===== src/hdl/pca_pkg.sv =====
package pca_pkg;

    localparam int MAX_DIM_DEF     = 8;
    localparam int STORE_DEPTH_DEF = 36;

    localparam int CMD_W     = 2;
    localparam int X_W       = 16;
    localparam int W_W       = 16;
    localparam int IDX_W     = 6;
    localparam int ENTRY_W   = 48;
    localparam int RES_W     = 64;
    localparam int DIM_W     = 4;
    localparam int CFG_IDX_W = 1;

    typedef enum logic [CMD_W-1:0] {
        CMD_CLEAR = 2'd0,
        CMD_ACCUM = 2'd1,
        CMD_QUAD  = 2'd2,
        CMD_READ  = 2'd3
    } cmd_t;

    localparam logic [CFG_IDX_W-1:0] REG_DIM  = 1'd0;
    localparam logic [CFG_IDX_W-1:0] REG_DIAG = 1'd1;

    localparam logic [DIM_W-1:0] DIM_RESET = 4'd8;

    localparam logic signed [RES_W-1:0]   MAX64 = 64'sh7FFF_FFFF_FFFF_FFFF;
    localparam logic signed [RES_W-1:0]   MIN64 = 64'sh8000_0000_0000_0000;
    localparam logic signed [ENTRY_W-1:0] MAX48 = 48'sh7FFF_FFFF_FFFF;
    localparam logic signed [ENTRY_W-1:0] MIN48 = 48'sh8000_0000_0000;

    typedef struct packed {
        logic                    sat;
        logic signed [RES_W-1:0] val;
    } sat_sum_t;

    function automatic sat_sum_t sat_add64(input logic signed [RES_W-1:0] a,
                                           input logic signed [RES_W-1:0] b);
        sat_sum_t                r;
        logic signed [RES_W-1:0] s;
        s     = a + b;
        r.sat = (a[RES_W-1] == b[RES_W-1]) && (s[RES_W-1] != a[RES_W-1]);
        r.val = r.sat ? (a[RES_W-1] ? MIN64 : MAX64) : s;
        return r;
    endfunction

endpackage


===== src/hdl/pca_store.sv =====
module pca_store #(
    parameter  int DEPTH = pca_pkg::STORE_DEPTH_DEF,
    localparam int AW    = (DEPTH > 1) ? $clog2(DEPTH) : 1
) (
    input  logic                        clk,
    input  logic                        we,
    input  logic [AW-1:0]               waddr,
    input  logic [pca_pkg::ENTRY_W-1:0] wdata,
    input  logic [AW-1:0]               raddr,
    output logic [pca_pkg::ENTRY_W-1:0] rdata
);

    logic [pca_pkg::ENTRY_W-1:0] mem [DEPTH];
    logic [pca_pkg::ENTRY_W-1:0] rdata_reg;

    always_ff @(posedge clk)
    begin
        if (we)
        begin
            mem[waddr] <= wdata;
        end
        rdata_reg <= mem[raddr];
    end

    assign rdata = rdata_reg;

endmodule


===== config.mk =====
export PLATFORM = sky130hd
export DESIGN_NAME = pca_store
export DESIGN_NICKNAME = d
export VERILOG_FILES = /design/src/hdl/pca_pkg.sv /design/src/hdl/pca_store.sv
export SDC_FILE = /design/constraint.sdc
export NUM_CORES = 2
export LEC_CHECK = 0
export BUFFER_PORTS_ARGS = -buffer_cell sky130_fd_sc_hd__buf_2
export CAP_MARGIN = 10
export CORE_ASPECT_RATIO = 2
export CORE_MARGIN = 10
export CORE_UTILIZATION = 35
export DETAILED_ROUTE_END_ITERATION = 12
export HOLD_SLACK_MARGIN = 0.08
export PLACE_DENSITY = 0.6
export SETUP_SLACK_MARGIN = 0.15
export SYNTH_ARGS = -nofsm -noshare
export SYNTH_HDL_FRONTEND = slang
export SYNTH_SLANG_ARGS = --single-unit

===== constraint.sdc =====
create_clock -name clk -period 6.1 [get_ports clk]
set_input_delay 1.22 -clock clk [delete_from_list [all_inputs] [get_ports clk]]
set_output_delay 1.22 -clock clk [all_outputs]
set_load 0.02 [all_outputs]

; ---- Yosys cells after proc, flatten, opt, wreduce, memory -nomap -nowiden
; Memories as Yosys holds them, arrays and structs flattened. A register that Yosys moved wholly into a read port is not among the register bits.
; Index checks and enable logic that the tools add are counted.
[totals]
out_inout_bits = 48
inputBits = 62
word_cells = 3
register_bits = 0
mem_bits_rw = 1728
memories = 1
[classes]
mux = 2
[memory_table]
columns = memory, words, word_bits, read_ports, rd_clocked_by_memory_dff, wr, line_no
row1 = mem, 36, 48, 1, 1, 1, pca_store.sv:13  ; logic [pca_pkg::ENTRY_W-1:0] mem [DEPTH];
[ops]
columns = operator, n
row1 = 1-bit two-way mux, 2

; ---- Longest topological paths before layout
[logic_depth]
ltp_word = 2
ltp_mapped = 8

; ---- Worst setup path after synthesis
; Ideal clock, no wire load.
[synth_timing]
path_type = input port to flip-flop
start = input waddr[2]
end = memory mem[25][0] (netlist name) (enable)
required_ps = 5646
t_arrival_ps = 3788
path_slack_ps = 1859
n_path_buf = 0
cell_stages = 2
setup_time_ps = 454
cell_sequence = or3b_2 nor2_1
[synth_rtl]
columns = item, line_no
row1 = "start, declared", pca_store.sv:7  ; input logic [AW-1:0] waddr,
row2 = "end, declared", pca_store.sv:13
; No word-level cell before the write port.

; ---- Worst setup path in the final report
[layout_timing]
start = input we
end = memory mem[11][44] (netlist name) (enable)
[layout_between]
elab_chain_cells = 2
[layout_lines]
columns = item, line_no
row1 = "start, declared", pca_store.sv:6  ; input logic we,
row2 = 1-bit two-way mux, pca_store.sv:18  ; if (we)
row3 = 1-bit two-way mux (not written as such), pca_store.sv:20  ; mem[waddr] <= wdata;
; No other way between the ends.

==> flow_metrics.tcl <==
set metrics [dict create \
    met3_usage 0.0225 \
    postSynthCellCount 3488 \
    fin_crit_ns 3.57 \
    die_x_um 333 \
    synth_area_leader_cell "edfxtp_1" \
    rr_worst_depth 5 \
    avgSynthCellArea_um2 19.6 \
    dr.pass1.iters 5 \
    wl_um 181000 \
    gp_congestion 0.752 \
    worstHoldPathCells 3 \
    relSlewSlack 0.232 \
    htreeDepth 4 \
    gr-total-overflow 0 \
    final_util 0.398 \
    pre_cts_ws_ns 1.78 \
    grt_max_degree 95 \
    core_um2 195000 \
    rsz0062_at_grt "no" \
    fin_setup_tns_ns 0 \
    yosysMostFrequentCell "edfxtp_1" \
    grt_pass1_vias 35400 \
    synth.net_count 3550 \
    max_cap_viol_count 0 \
    criticalPathCategory "in -> reg" \
    layout_setup_ws_ns 2.53 \
    drtIter0Drc 2784 \
    dp_hpwl_um 96800 \
    synthMuxAreaShare 0.128 \
    ctsHoldBuffers 0 \
    power_w 0.0246 \
    ctsResizeCount 0 \
    r2r_slack_ns 4.13 \
    clk_latency_ns 0.80 \
    die_h_um 646 \
    status "completed" \
    synth_flop_cell "edfxtp_1" \
    antenna_left 0 \
    synthAdderAreaFrac 0 \
    clkSinkCount 1776 \
    path_clk_slew_ns 0.07 \
    cts-root-buf "clkbuf_16" \
    worst_setup_path_start_kind "input port" \
    hold_viol_final 0 \
    clock.fmax_mhz 280 \
    setup-violations-final 0 \
    synth_top_family_by_area "multiplexers" \
    io_pins 110 \
    wl_per_cell_um 28.7 \
    crit_fanout 17 \
    drive_above_1_share 0.171 \
    grt_usage 0.164 \
    rr_startpoint "mem[29][5]" \
    synth_xor_area_frac 0 \
    crit_path_end_kind "register" \
    largest_reg_flops 1728 \
    ys_ff_latch 1776 \
    top_usage_layer "met2" \
    yosysWarnings 0 \
    yosys-top-cells-area "edfxtp_1, mux2i_1, a22oi_1" \
    power_density_nw_per_um2 318 \
    synth_top_area_share 0.757 \
    post_cts_buffers 0 \
    grt_pass1_wl_um 258000 \
    cp.required_ns 6.55 \
    fin_nets 3710 \
    synth-simple-area-share 0.00683 \
    drc 0 \
    worstHoldEndpoint "rdata[21]" \
    ys_top_cells_by_count "edfxtp_1, mux2i_1, a22oi_1" \
    antenna_found_initial 14 \
    fin_cells 6303 \
    worstPathArrival_ns 4.02 \
    use_met2 0.305 \
    dp.cells 6034 \
    area_delta_synth_final_pct 13.0 \
    cts_tree "built" \
    cts.path.max_buffers 4 \
    worst_slew_pin_slew_ns 1.15 \
    syn-cell-area_um2 68500 \
    gr-usage-met1 0.188 \
    hold_start "mem[32][21]" \
    peakVddDrop_v 0.000224 \
    leakage_nw 26.0 \
    synth-edff-count 1728 \
    synth_cell_type_count 30 \
    holdCritPathClass "reg -> reg" \
    start_util 0.352 \
    async_reset_ff_frac 0 \
    dieArea_um2 215000 \
    std_cell_rows 229 \
    skew_ns 0.0364 \
    synth-compound-area-share 0.0747 \
    rr_endpoint "rdata[5]" \
    via_per_inst 5.40 \
    dr_total_vias 34000 \
    fin_crit_sh 0.586 \
    seq_area_frac_synth 0.771 \
    slew_viol_final 0 \
    cts_made_buffers 153 \
    io_buffers 109 \
]
[through the flow]
stage	instance area [um2]	hold WS, ns
2_1_floorplan	68500	0.629
3_3_place_gp	72600	0.640
3_5_place_dp	72600	0.654
4_1_cts	77400	0.670
5_1_grt	77400	0.688
6_report	77400	0.663
[logic make-up (layout without fill, tap and decap cells)]
group                  after synthesis  after routing
other                                0              4
AND/OR/NAND/NOR                    108            108
AO/OA/AOI/OAI                      576            576
multiplexers                       816            816
flip-flops                        1776           1776
buffers and inverters              212            482
[placed cells by master (no fill, tap or decap), drive strengths merged, types with 5 or more instances in the layout]
master and n:
o22ai 48, clkinvlp 7, a22o 96, mux4 48
mux2i 768, a221oi 96, bufinv 14, nand3b 5
edfxtp 1728, nand2 51, nor2 39, dfxtp 48
a22oi 192, clkbuf 192, a21oi 96, clkinv 48
o41ai 48, buf 217
[cell type report]
type,instances,area (um2)
clock inverter,73,754
antenna,4,10.0
timing repair buffer,217,1860
multi-input combinational,1500,14700
fill,17100,117000
clock buffer,192,4100
sequential,1776,52900
tap,2541,3180
[critical path: stages]
cell and delay [ns]:
buf_2 0.10, nor2b_1 0.56, nand3b_1 0.79, nor2_4 0.89
buf_4 0.42
[layer usage]
metal / part of all wire / wire [um] / up-vias
li1: - / - / 14700
met1: 0.38 / 68400 / 18100
met2: 0.54 / 97100 / 973
met3: 0.048 / 8760 / 328
met4: 0.037 / 6770 / 16
met5: 0.00051 / 92 / -
[worst max-delay path by stage]
stage,end,startpoint,cells past startpoint,slack [ns]
after detailed placement,mem[25][31],we,5,1.78
after global routing,mem[11][44],we,5,2.45
after floorplan,mem[25][0],waddr[2],2,1.86
after CTS,mem[11][44],we,5,2.64
final,mem[11][44],we,5,2.53
after global placement,mem[25][25],we,5,1.80
[where the power goes]
| part | leakage [nW] | switching, W | internal (W) |
|---|---|---|---|
| Combinational | 7.65 | 0.000884 | 0.000432 |
| Clock | 2.36 | 0.00437 | 0.00538 |
| Sequential | 16.0 | 0.0000402 | 0.0135 |
| Total | 26.0 | 0.00530 | 0.0193 |
Power figures use the tool's default switching activity.
